`src/sv/csv_field_tokenizer_macros.svh`:
```
`ifndef CSV_FIELD_TOKENIZER_MACROS_SVH
`define CSV_FIELD_TOKENIZER_MACROS_SVH

// Same-cycle implication, sampled on the rising clock edge, off during reset.
`define CSVTOK_ASSERT_NOW(label, clk, rst_n, ante, cons) \
  label: assert property (@(posedge clk) disable iff (!rst_n) (ante) |-> (cons)) \
    else $error("csv_field_tokenizer: same-cycle check failed");

// Next-cycle implication, sampled on the rising clock edge, off during reset.
`define CSVTOK_ASSERT_NEXT(label, clk, rst_n, ante, cons) \
  label: assert property (@(posedge clk) disable iff (!rst_n) (ante) |=> (cons)) \
    else $error("csv_field_tokenizer: next-cycle check failed");

`endif

```
`src/sv/csvtok_pkg.sv`:
```
`timescale 1ns / 1ps
`default_nettype none

package csvtok_pkg;

  localparam logic [7:0] QUOTE_CH   = 8'h22;
  localparam logic [7:0] COMMA_CH   = 8'h2C;
  localparam logic [7:0] NEWLINE_CH = 8'h0A;

  localparam logic KIND_BYTE = 1'b0;
  localparam logic KIND_EOI  = 1'b1;

  localparam logic RES_CONTENT  = 1'b0;
  localparam logic RES_BOUNDARY = 1'b1;

  typedef struct packed {
    logic kind;
    logic [7:0] data_byte;
  } csvtok_item_t;

  typedef struct packed {
    logic result_kind;
    logic [7:0] content_byte;
    logic [7:0] column_index;
    logic record_end;
    logic [15:0] record_index;
  } csvtok_result_t;

  typedef struct packed {
    logic inside_quotes;
    logic quote_pending;
    logic record_open;
    logic [7:0] current_column;
    logic [15:0] current_record;
  } csvtok_state_t;

endpackage

`default_nettype wire

```
`src/sv/csvtok_if.sv`:
```
`timescale 1ns / 1ps
`default_nettype none

interface csvtok_in_if;
  logic valid;
  logic ready;
  logic kind;
  logic [7:0] data_byte;

  modport source (output valid, output kind, output data_byte, input ready);
  modport sink (input valid, input kind, input data_byte, output ready);
endinterface

interface csvtok_out_if;
  logic valid;
  logic ready;
  logic result_kind;
  logic [7:0] content_byte;
  logic [7:0] column_index;
  logic record_end;
  logic [15:0] record_index;

  modport source (
    output valid, output result_kind, output content_byte, output column_index,
    output record_end, output record_index, input ready
  );
  modport sink (
    input valid, input result_kind, input content_byte, input column_index,
    input record_end, input record_index, output ready
  );
endinterface

`default_nettype wire

```
`src/sv/csv_field_tokenizer.sv`:
```
// Channel | Direction | Payload
// in_ch   | sink      | kind, data_byte
// out_ch  | source    | result_kind, content_byte, column_index, record_end, record_index
//
// One item per cycle is sustained while out_ch is ready; an item is registered in the
// input register, and its result, if any, in the output register, which drives out_ch.
// The limit is the update of the tokenizer state, done combinationally between the input
// register and the output register.
// Reset (rst_n low, synchronous) empties both registers and clears the tokenizer state.
// When out_ch is stalled the input register holds one item, then in_ch.ready drops.
`timescale 1ns / 1ps
`default_nettype none

module csv_field_tokenizer #(
  parameter int unsigned MAX_COLUMNS = 256
) (
  input  logic clk,
  input  logic rst_n,
  csvtok_in_if.sink    in_ch,
  csvtok_out_if.source out_ch
);
  import csvtok_pkg::*;

  localparam int unsigned COL_CAP_INT = (MAX_COLUMNS - 1 > 255) ? 255 : MAX_COLUMNS - 1;
  localparam logic [7:0] COL_CAP = COL_CAP_INT[7:0];

  logic           s1_valid_r;
  csvtok_item_t   s1_item_r;
  csvtok_state_t  state_r;
  csvtok_state_t  state_nxt;
  logic           out_valid_r;
  csvtok_result_t out_res_r;
  logic           step_valid;
  csvtok_result_t step_res;
  logic           s1_adv;

  assign s1_adv = s1_valid_r && (!out_valid_r || out_ch.ready);
  assign in_ch.ready = !s1_valid_r || s1_adv;

  csvtok_step #(
    .COL_CAP(COL_CAP)
  ) u_step (
    .state_cur(state_r),
    .item(s1_item_r),
    .state_nxt(state_nxt),
    .res_valid(step_valid),
    .res(step_res)
  );

  always_ff @(posedge clk) begin
    if (!rst_n) begin
      s1_valid_r <= 1'b0;
    end else if (in_ch.ready) begin
      s1_valid_r <= in_ch.valid;
    end
  end

  always_ff @(posedge clk) begin
    if (in_ch.ready && in_ch.valid) begin
      s1_item_r.kind <= in_ch.kind;
      s1_item_r.data_byte <= in_ch.data_byte;
    end
  end

  always_ff @(posedge clk) begin
    if (!rst_n) begin
      state_r <= '0;
    end else if (s1_adv) begin
      state_r <= state_nxt;
    end
  end

  always_ff @(posedge clk) begin
    if (!rst_n) begin
      out_valid_r <= 1'b0;
    end else if (!out_valid_r || out_ch.ready) begin
      out_valid_r <= s1_adv && step_valid;
    end
  end

  always_ff @(posedge clk) begin
    if (s1_adv && step_valid) begin
      out_res_r <= step_res;
    end
  end

  assign out_ch.valid        = out_valid_r;
  assign out_ch.result_kind  = out_res_r.result_kind;
  assign out_ch.content_byte = out_res_r.content_byte;
  assign out_ch.column_index = out_res_r.column_index;
  assign out_ch.record_end   = out_res_r.record_end;
  assign out_ch.record_index = out_res_r.record_index;

`include "csv_field_tokenizer_macros.svh"

  `CSVTOK_ASSERT_NEXT(a_eoi_clears_state, clk, rst_n, s1_adv && s1_item_r.kind == KIND_EOI, state_r == '0)
  `CSVTOK_ASSERT_NOW(a_pending_needs_quotes, clk, rst_n, state_r.quote_pending, state_r.inside_quotes)
  `CSVTOK_ASSERT_NOW(a_column_capped, clk, rst_n, 1'b1, state_r.current_column <= COL_CAP)
  `CSVTOK_ASSERT_NOW(a_content_not_end, clk, rst_n, out_valid_r && out_res_r.result_kind == RES_CONTENT, !out_res_r.record_end)

endmodule

`default_nettype wire

```
`src/sv/csvtok_step.sv`:
```
`timescale 1ns / 1ps
`default_nettype none

module csvtok_step #(
  parameter logic [7:0] COL_CAP = 8'd255
) (
  input  csvtok_pkg::csvtok_state_t  state_cur,
  input  csvtok_pkg::csvtok_item_t   item,
  output csvtok_pkg::csvtok_state_t  state_nxt,
  output logic                       res_valid,
  output csvtok_pkg::csvtok_result_t res
);
  import csvtok_pkg::*;

  logic in_q;
  logic done;

  always_comb begin
    state_nxt = state_cur;
    res_valid = 1'b0;
    res.result_kind  = RES_CONTENT;
    res.content_byte = 8'd0;
    res.column_index = state_cur.current_column;
    res.record_end   = 1'b0;
    res.record_index = state_cur.current_record;
    in_q = state_cur.inside_quotes;
    done = 1'b0;

    if (item.kind == KIND_EOI) begin
      res_valid = state_cur.record_open;
      res.result_kind = RES_BOUNDARY;
      res.record_end = 1'b1;
      state_nxt = '0;
    end else begin
      state_nxt.record_open = 1'b1;

      // A held quote is resolved by the byte after it.
      if (state_cur.quote_pending) begin
        state_nxt.quote_pending = 1'b0;
        if (item.data_byte == QUOTE_CH) begin
          res_valid = 1'b1;
          res.content_byte = QUOTE_CH;
          done = 1'b1;
        end else begin
          in_q = 1'b0;
        end
      end

      if (!done) begin
        if (item.data_byte == QUOTE_CH) begin
          if (in_q) begin
            state_nxt.quote_pending = 1'b1;
          end else begin
            in_q = 1'b1;
          end
        end else if (!in_q && item.data_byte == COMMA_CH) begin
          res_valid = 1'b1;
          res.result_kind = RES_BOUNDARY;
          if (state_cur.current_column < COL_CAP) begin
            state_nxt.current_column = state_cur.current_column + 8'd1;
          end
        end else if (!in_q && item.data_byte == NEWLINE_CH) begin
          res_valid = 1'b1;
          res.result_kind = RES_BOUNDARY;
          res.record_end = 1'b1;
          state_nxt.current_column = 8'd0;
          state_nxt.current_record = state_cur.current_record + 16'd1;
          state_nxt.record_open = 1'b0;
        end else begin
          res_valid = 1'b1;
          res.content_byte = item.data_byte;
        end
      end

      state_nxt.inside_quotes = in_q;
    end
  end

endmodule

`default_nettype wire

```
`src/flat_wrapper.sv`:
```
// flat-port wrapper written by rule: the top's interface ports become plain ports
module csv_field_tokenizer_flat import csvtok_pkg::*;
#(
  parameter int unsigned MAX_COLUMNS = 256
)
  (clk, rst_n, in_ch_valid, in_ch_kind, in_ch_data_byte, in_ch_ready, out_ch_valid, out_ch_result_kind, out_ch_content_byte, out_ch_column_index, out_ch_record_end, out_ch_record_index, out_ch_ready);
  csvtok_in_if in_ch_i ();
  csvtok_out_if out_ch_i ();
  input  logic clk;
  input  logic rst_n;
  input wire logic [$bits(in_ch_i.valid)-1:0] in_ch_valid;
  input wire logic [$bits(in_ch_i.kind)-1:0] in_ch_kind;
  input wire logic [$bits(in_ch_i.data_byte)-1:0] in_ch_data_byte;
  output wire logic [$bits(in_ch_i.ready)-1:0] in_ch_ready;
  output wire logic [$bits(out_ch_i.valid)-1:0] out_ch_valid;
  output wire logic [$bits(out_ch_i.result_kind)-1:0] out_ch_result_kind;
  output wire logic [$bits(out_ch_i.content_byte)-1:0] out_ch_content_byte;
  output wire logic [$bits(out_ch_i.column_index)-1:0] out_ch_column_index;
  output wire logic [$bits(out_ch_i.record_end)-1:0] out_ch_record_end;
  output wire logic [$bits(out_ch_i.record_index)-1:0] out_ch_record_index;
  input wire logic [$bits(out_ch_i.ready)-1:0] out_ch_ready;
  assign in_ch_i.valid = in_ch_valid;
  assign in_ch_i.kind = in_ch_kind;
  assign in_ch_i.data_byte = in_ch_data_byte;
  assign in_ch_ready = in_ch_i.ready;
  assign out_ch_valid = out_ch_i.valid;
  assign out_ch_result_kind = out_ch_i.result_kind;
  assign out_ch_content_byte = out_ch_i.content_byte;
  assign out_ch_column_index = out_ch_i.column_index;
  assign out_ch_record_end = out_ch_i.record_end;
  assign out_ch_record_index = out_ch_i.record_index;
  assign out_ch_i.ready = out_ch_ready;
  csv_field_tokenizer #(.MAX_COLUMNS(MAX_COLUMNS)) u_core (.clk(clk), .rst_n(rst_n), .in_ch(in_ch_i), .out_ch(out_ch_i));
endmodule
```
`config.mk`:
```
export PLATFORM = sky130hd
export DESIGN_NAME = csv_field_tokenizer_flat
export DESIGN_NICKNAME = d
export VERILOG_FILES = /design/src/sv/csvtok_pkg.sv /design/src/sv/csvtok_if.sv /design/src/sv/csv_field_tokenizer.sv /design/src/sv/csvtok_step.sv /design/src/flat_wrapper.sv
export VERILOG_INCLUDE_DIRS = /design/src /design/src/sv
export SDC_FILE = /design/constraint.sdc
export NUM_CORES = 1
export LEC_CHECK = 0
export ABC_AREA = 1
export BUFFER_PORTS_ARGS = -buffer_cell sky130_fd_sc_hd__buf_4
export CAP_MARGIN = 20
export CORE_MARGIN = 8
export CORE_UTILIZATION = 45
export CTS_BUF_LIST = sky130_fd_sc_hd__clkbuf_8
export DETAILED_ROUTE_END_ITERATION = 6
export PLACE_DENSITY = 0.7
export SLEW_MARGIN = 20
export SYNTH_ARGS = -nofsm -noshare
export SYNTH_HDL_FRONTEND = slang
export SYNTH_SLANG_ARGS = --single-unit
```
`constraint.sdc`:
```
create_clock -name clk -period 3.8 [get_ports clk]
set_input_delay 0.38 -clock clk [delete_from_list [all_inputs] [get_ports clk]]
set_output_delay 0.38 -clock clk [all_outputs]
set_load 0.02 [all_outputs]
```
# After elaboration in Yosys (flattened, before gate mapping)
# Cells that the tools add are included.
[op_classes]
n_addsub = 2
mul = 0
div_mod_pow = 0
order_cmp = 1
eq_ne = 7
shifts = 0
n_mux = 32
bitwise = 0
n_reduce_logical = 14
[ops]
columns = ["cell", "count"]
rows = [
  ["2-to-1 mux 25 bit", 2],
  ["2-to-1 mux 8 bit", 4],
  ["2-to-1 mux 27 bit", 1],
  ["2-to-1 mux 26 bit", 1],
  ["2-to-1 mux 1 bit", 19],
  ["2-to-1 mux 9 bit", 2],
  ["adder 16 x 1 -> 16 bit (second input constant)", 1],
  ["equality test 8 x 6 -> 1 bit (second input constant)", 2],
  ["2-to-1 mux 16 bit", 1],
  ["2-to-1 mux 6 bit", 2],
  ["AND reduction 5 bit", 2],
  ["adder 8 x 1 -> 8 bit (second input constant)", 1],
  ["equality test 8 x 4 -> 1 bit (second input constant)", 1],
  ["< comparator 8 bit (second input constant)", 1],
  ["inequality test 2 x 1 -> 1 bit (second input constant)", 3],
  ["logical AND 1 bit", 5],
  ["logical NOT 1 bit", 3],
  ["inequality test 3 x 1 -> 1 bit (second input constant)", 1],
  ["nonzero test 3 bit", 1],
  ["logical OR 1 bit", 2],
  ["nonzero test 2 bit", 1],
]
[totals]
regBits = 72
latchBits = 0
mem_bits_rw = 0
romBits = 0
in_bits = 13
output_inout_bits = 36
elab_cells = 70
mem_count = 0

# Depth between registers and ports, before layout
[logic_depth]
ltp_word = 11
depth_mapped = 13
ltp_nobuf = 13

# By module
# From an unflattened synthesis, not the netlist that was laid out.
[unflattened]
hier_cells = 527
area_unflattened_um2 = 4025.1
[by_module_without_submodules]
columns = ["module", "n_inst", "cells_each", "area_per_inst_um2", "seq_area_each_um2"]
rows = [
  ["csv_field_tokenizer", 1, 236, 2628.8, 1871.8],
  ["csvtok_step", 1, 291, 1396.3, 0.0],
]

# Worst setup path after synthesis
# Ideal clock, no wire load.
[synth_timing]
path_kind = "input port to flip-flop"
startpoint = "input out_ch_ready"
endpoint = "register u_core.out_res_r, in the netlist u_core.out_ch.column_index[0], enable pin"
setup_time_ns = 0.438
t_arrival_ns = 2.579
required_time_ns = 3.362
setup_slack_ns = 0.783
stages = 6
n_path_buf = 0
path_cell_list = "inv_1 -> nand2_1 -> nand2_1 -> inv_1 -> nand2_1 -> a21oi_1"
[synth_via]
elab_chain_cells = 3
[synth_lines]
columns = ["item", "line", "rtl"]
rows = [
  ["start, declared", "flat_wrapper.sv:21", "input wire logic [$bits(out_ch_i.ready)-1:0] out_ch_ready;"],
  ["logical OR 1 bit", "csv_field_tokenizer.sv:37", "assign s1_adv = s1_valid_r && (!out_valid_r || out_ch.ready);"],
  ["logical AND 1 bit", "csv_field_tokenizer.sv:37", ""],
  ["logical AND 1 bit", "csv_field_tokenizer.sv:82", "if (s1_adv && step_valid) begin"],
  ["end signal, assigned", "csv_field_tokenizer.sv:83", "out_res_r <= step_res;"],
  ["end, declared", "csv_field_tokenizer.sv:32", "csvtok_result_t out_res_r;"],
]
# No other way between the ends.
# A chain may end at the register's enable or synchronous reset.

# Final worst setup path
[layout_timing]
startpoint = "register u_core.out_valid_r (netlist: u_core.out_ch.valid)"
endpoint = "register u_core.out_res_r, in the netlist u_core.out_ch.record_index[13], enable pin"
[layout_via]
elab_chain_cells = 4
[layout_lines]
columns = ["item", "line", "rtl"]
rows = [
  ["start, declared", "csv_field_tokenizer.sv:31", "logic out_valid_r;"],
  ["start signal, assigned", "csv_field_tokenizer.sv:77", "out_valid_r <= s1_adv && step_valid;"],
  ["logical NOT 1 bit", "csv_field_tokenizer.sv:37", ""],
  ["logical OR 1 bit", "csv_field_tokenizer.sv:37", ""],
  ["logical AND 1 bit", "csv_field_tokenizer.sv:37", ""],
  ["logical AND 1 bit", "csv_field_tokenizer.sv:82", ""],
]
# No other way between the ends.

==> reports/results.txt <==
Status - complete, no violations
Synthesized cell area - 3170 um2
Crit path cell chain - nand2_1 -> nand2_1 -> inv_1 -> nand2_1 -> a21oi_4 -> buf_16
Std-Cell Rows - 30
Synth Net Count - 353
Antenna violations before repair - 0
Synth cell types - 29
First-pass GRT wire length - 10700 um
PwrDens - 432 nW/um2
Share of cells above drive strength 1 - 0.230
Port Buffer Count - 48
Fillcell total - 618
Post-Route Skew - 0.00988 ns
N_diodes - 0
Number of CTS-inserted buffers - 9
Final setup fails - 0
Clk Tree Root Cell - clkbuf_8
P_leak - 0.00158 uW
Pins over their slew limit - 0
Max FO, Critical Path - 18
Final setup TNS - 0 ns
1st-iter DRT viols - 102
Drt first pass iters - 4
# IOs - 49
Final nets - 410
Yosys warnings - 0
Via count - 2415
Number of global-route vias before repair - 2321
Total power - 1680 uW
WL final - 6290 um
Final hold vios - 0
Clock Pin Slew Worst Setup and Hold Paths - 0.08 ns
CP bufs+invs - 2
Die Y - 99.9 um
Starting Density - 0.466
RSZ-0062 raised after global routing - false
Buffer count from post-CTS setup fixing - 0
H-tree depth - 3
Skew-Pair Late Insertion Delay - 0.35 ns
Placement Cell Area - 3640 um2
Area grow syn2layout - 22.8%
Post-DP HPWL - 4460 um
Critical path class - flop to flop
Syn Inst Count - 338
Fmax - 504 MHz
Post-CTS Resized - 0
Seq/Total Area, Yosys - 0.591
Total gr overflow - 0
CP arrival - 2.05 ns
Routed len/inst - 12.7 um
Core area - 6790 um2
Worst setup SP type - flop
# DRC - 0
Die X - 99.9 um
Sink Count - 72
Min Tclk post-route - 1.98 ns
Max_cap viols - 0
Tcrit/Tclk final - 0.522
Largest net degree at the start of global routing - 36
Most frequent cells in the layout - nand2_1, buf_4, nor2_1, edfxtp_1, inv_1
Syn_area_per_cell - 9.37 um2
Crit path required time - 3.86 ns
CTS tree - done
Crit. End Element - flop
Worst-Margin Slew - 0.667 ns
CP max-delay cell - a21oi_4
VDD IR max - 0.251 mV
Slew headroom - 0.555
Post-DRT Antenna Nets - 0
Final Instance Area - 3890 um2
Worst path max stage delay - 0.55 ns
CP dominant cell by count - nand2_1
CP top delay family - compound AO/OA/AOI/OAI gates
GP Congestion - 0.846
GRT Total Usage - 0.135
Cts hold-fix bufs - 0
Drt via density - 4.87
Die area - 9980 um2
Hold crit path type - input port to flop
FF+latch count, synth - 72
Commonest non-fill, non-tap cell in the layout - nand2_1
Clk buf depth - 2
per-stage QoR:
step,util,hold slack (ns),setup slack [ns],cells
after floorplan,-,0.425,0.783,338
after global placement,0.535,0.449,1.54,479
after detailed placement,0.535,0.450,1.45,479
after CTS,0.569,0.190,1.61,495
after global routing,0.573,0.187,1.65,496
final,0.573,0.207,1.82,496
path summary, 6_finish.rpt:
path	slack [ns]	from	depth (start not counted)	end
min	0.21	in_ch_data_byte[2]	1	u_core.s1_item_r[2]
min reg2reg	0.45	u_core.state_r[8]	0	u_core.out_ch.record_index[8]
max reg2reg	1.82	u_core.out_ch.valid	6	u_core.out_ch.record_index[13]
max	1.82	u_core.out_ch.valid	6	u_core.out_ch.record_index[13]
state kept, by name (all words and copies together) (netlist names):
signal	cells
u_core.out_ch.result_kind	1
u_core.state_r	27
u_core.s1_valid_r	1
u_core.s1_item_r	9
u_core.out_ch.record_end	1
u_core.out_ch.column_index	8
u_core.out_ch.content_byte	8
u_core.out_ch.valid	1
u_core.out_ch.record_index	16
worst register-to-register path, stage by stage (launching register included):
cell     delay [ns]
dfxtp_1        0.33
nand2_1        0.08
nand2_1        0.13
inv_1          0.22
nand2_1        0.15
a21oi_4        0.55
buf_16         0.24
synth_stat cells (all sizes together):
master	count	area share
and2	6	0.012
clkinv	1	0.0012
xor2	5	0.014
nor2	49	0.067
buf	2	0.0059
clkbuf	1	0.0012
edfxtp	43	0.41
ha	2	0.0079
nand3	24	0.038
o21bai	2	0.0047
or2	2	0.0040
nor3	5	0.011
nand4	4	0.0079
a21oi	21	0.037
inv	41	0.049
nand2	84	0.12
o21ai	17	0.029
dfxtp	29	0.18
area by class of cell:
type / count / area, um2 / area share
clock buffer: 9 / 124 / 0.0318
clock inverter: 7 / 103 / 0.0264
inverter: 42 / 158 / 0.0405
multi-input combinational: 221 / 1130 / 0.289
sequential: 72 / 1870 / 0.481
tap: 96 / 120 / 0.0309
timing repair buffer: 49 / 388 / 0.0997
report_power, final:
| group | switching, uW | leakage [uW] | internal [uW] |
|---|---|---|---|
| Clock | 306 | 0.000110 | 376 |
| Combinational | 78.5 | 0.000834 | 47.1 |
| Sequential | 17.5 | 0.000636 | 855 |
cells by family (layout without fill, tap and decap cells):
kind of cell,count (synthesis),count (layout),synth area share
xor+xnor,5,5,0.0138
buf+inv,45,107,0.0569
compound gates,40,40,0.0707
simple gates,174,174,0.260
flops,72,72,0.591
fa+ha+maj,2,2,0.00790
per-layer routing:
metal,up-vias,global-route usage,routed length (um)
met5,-,0,0
met4,0,0.0687,101
met3,9,0.0415,369
met2,65,0.219,3030
met1,1118,0.158,2790
li1,1223,-,-
Note: power is estimated with default switching activity, not from simulation.
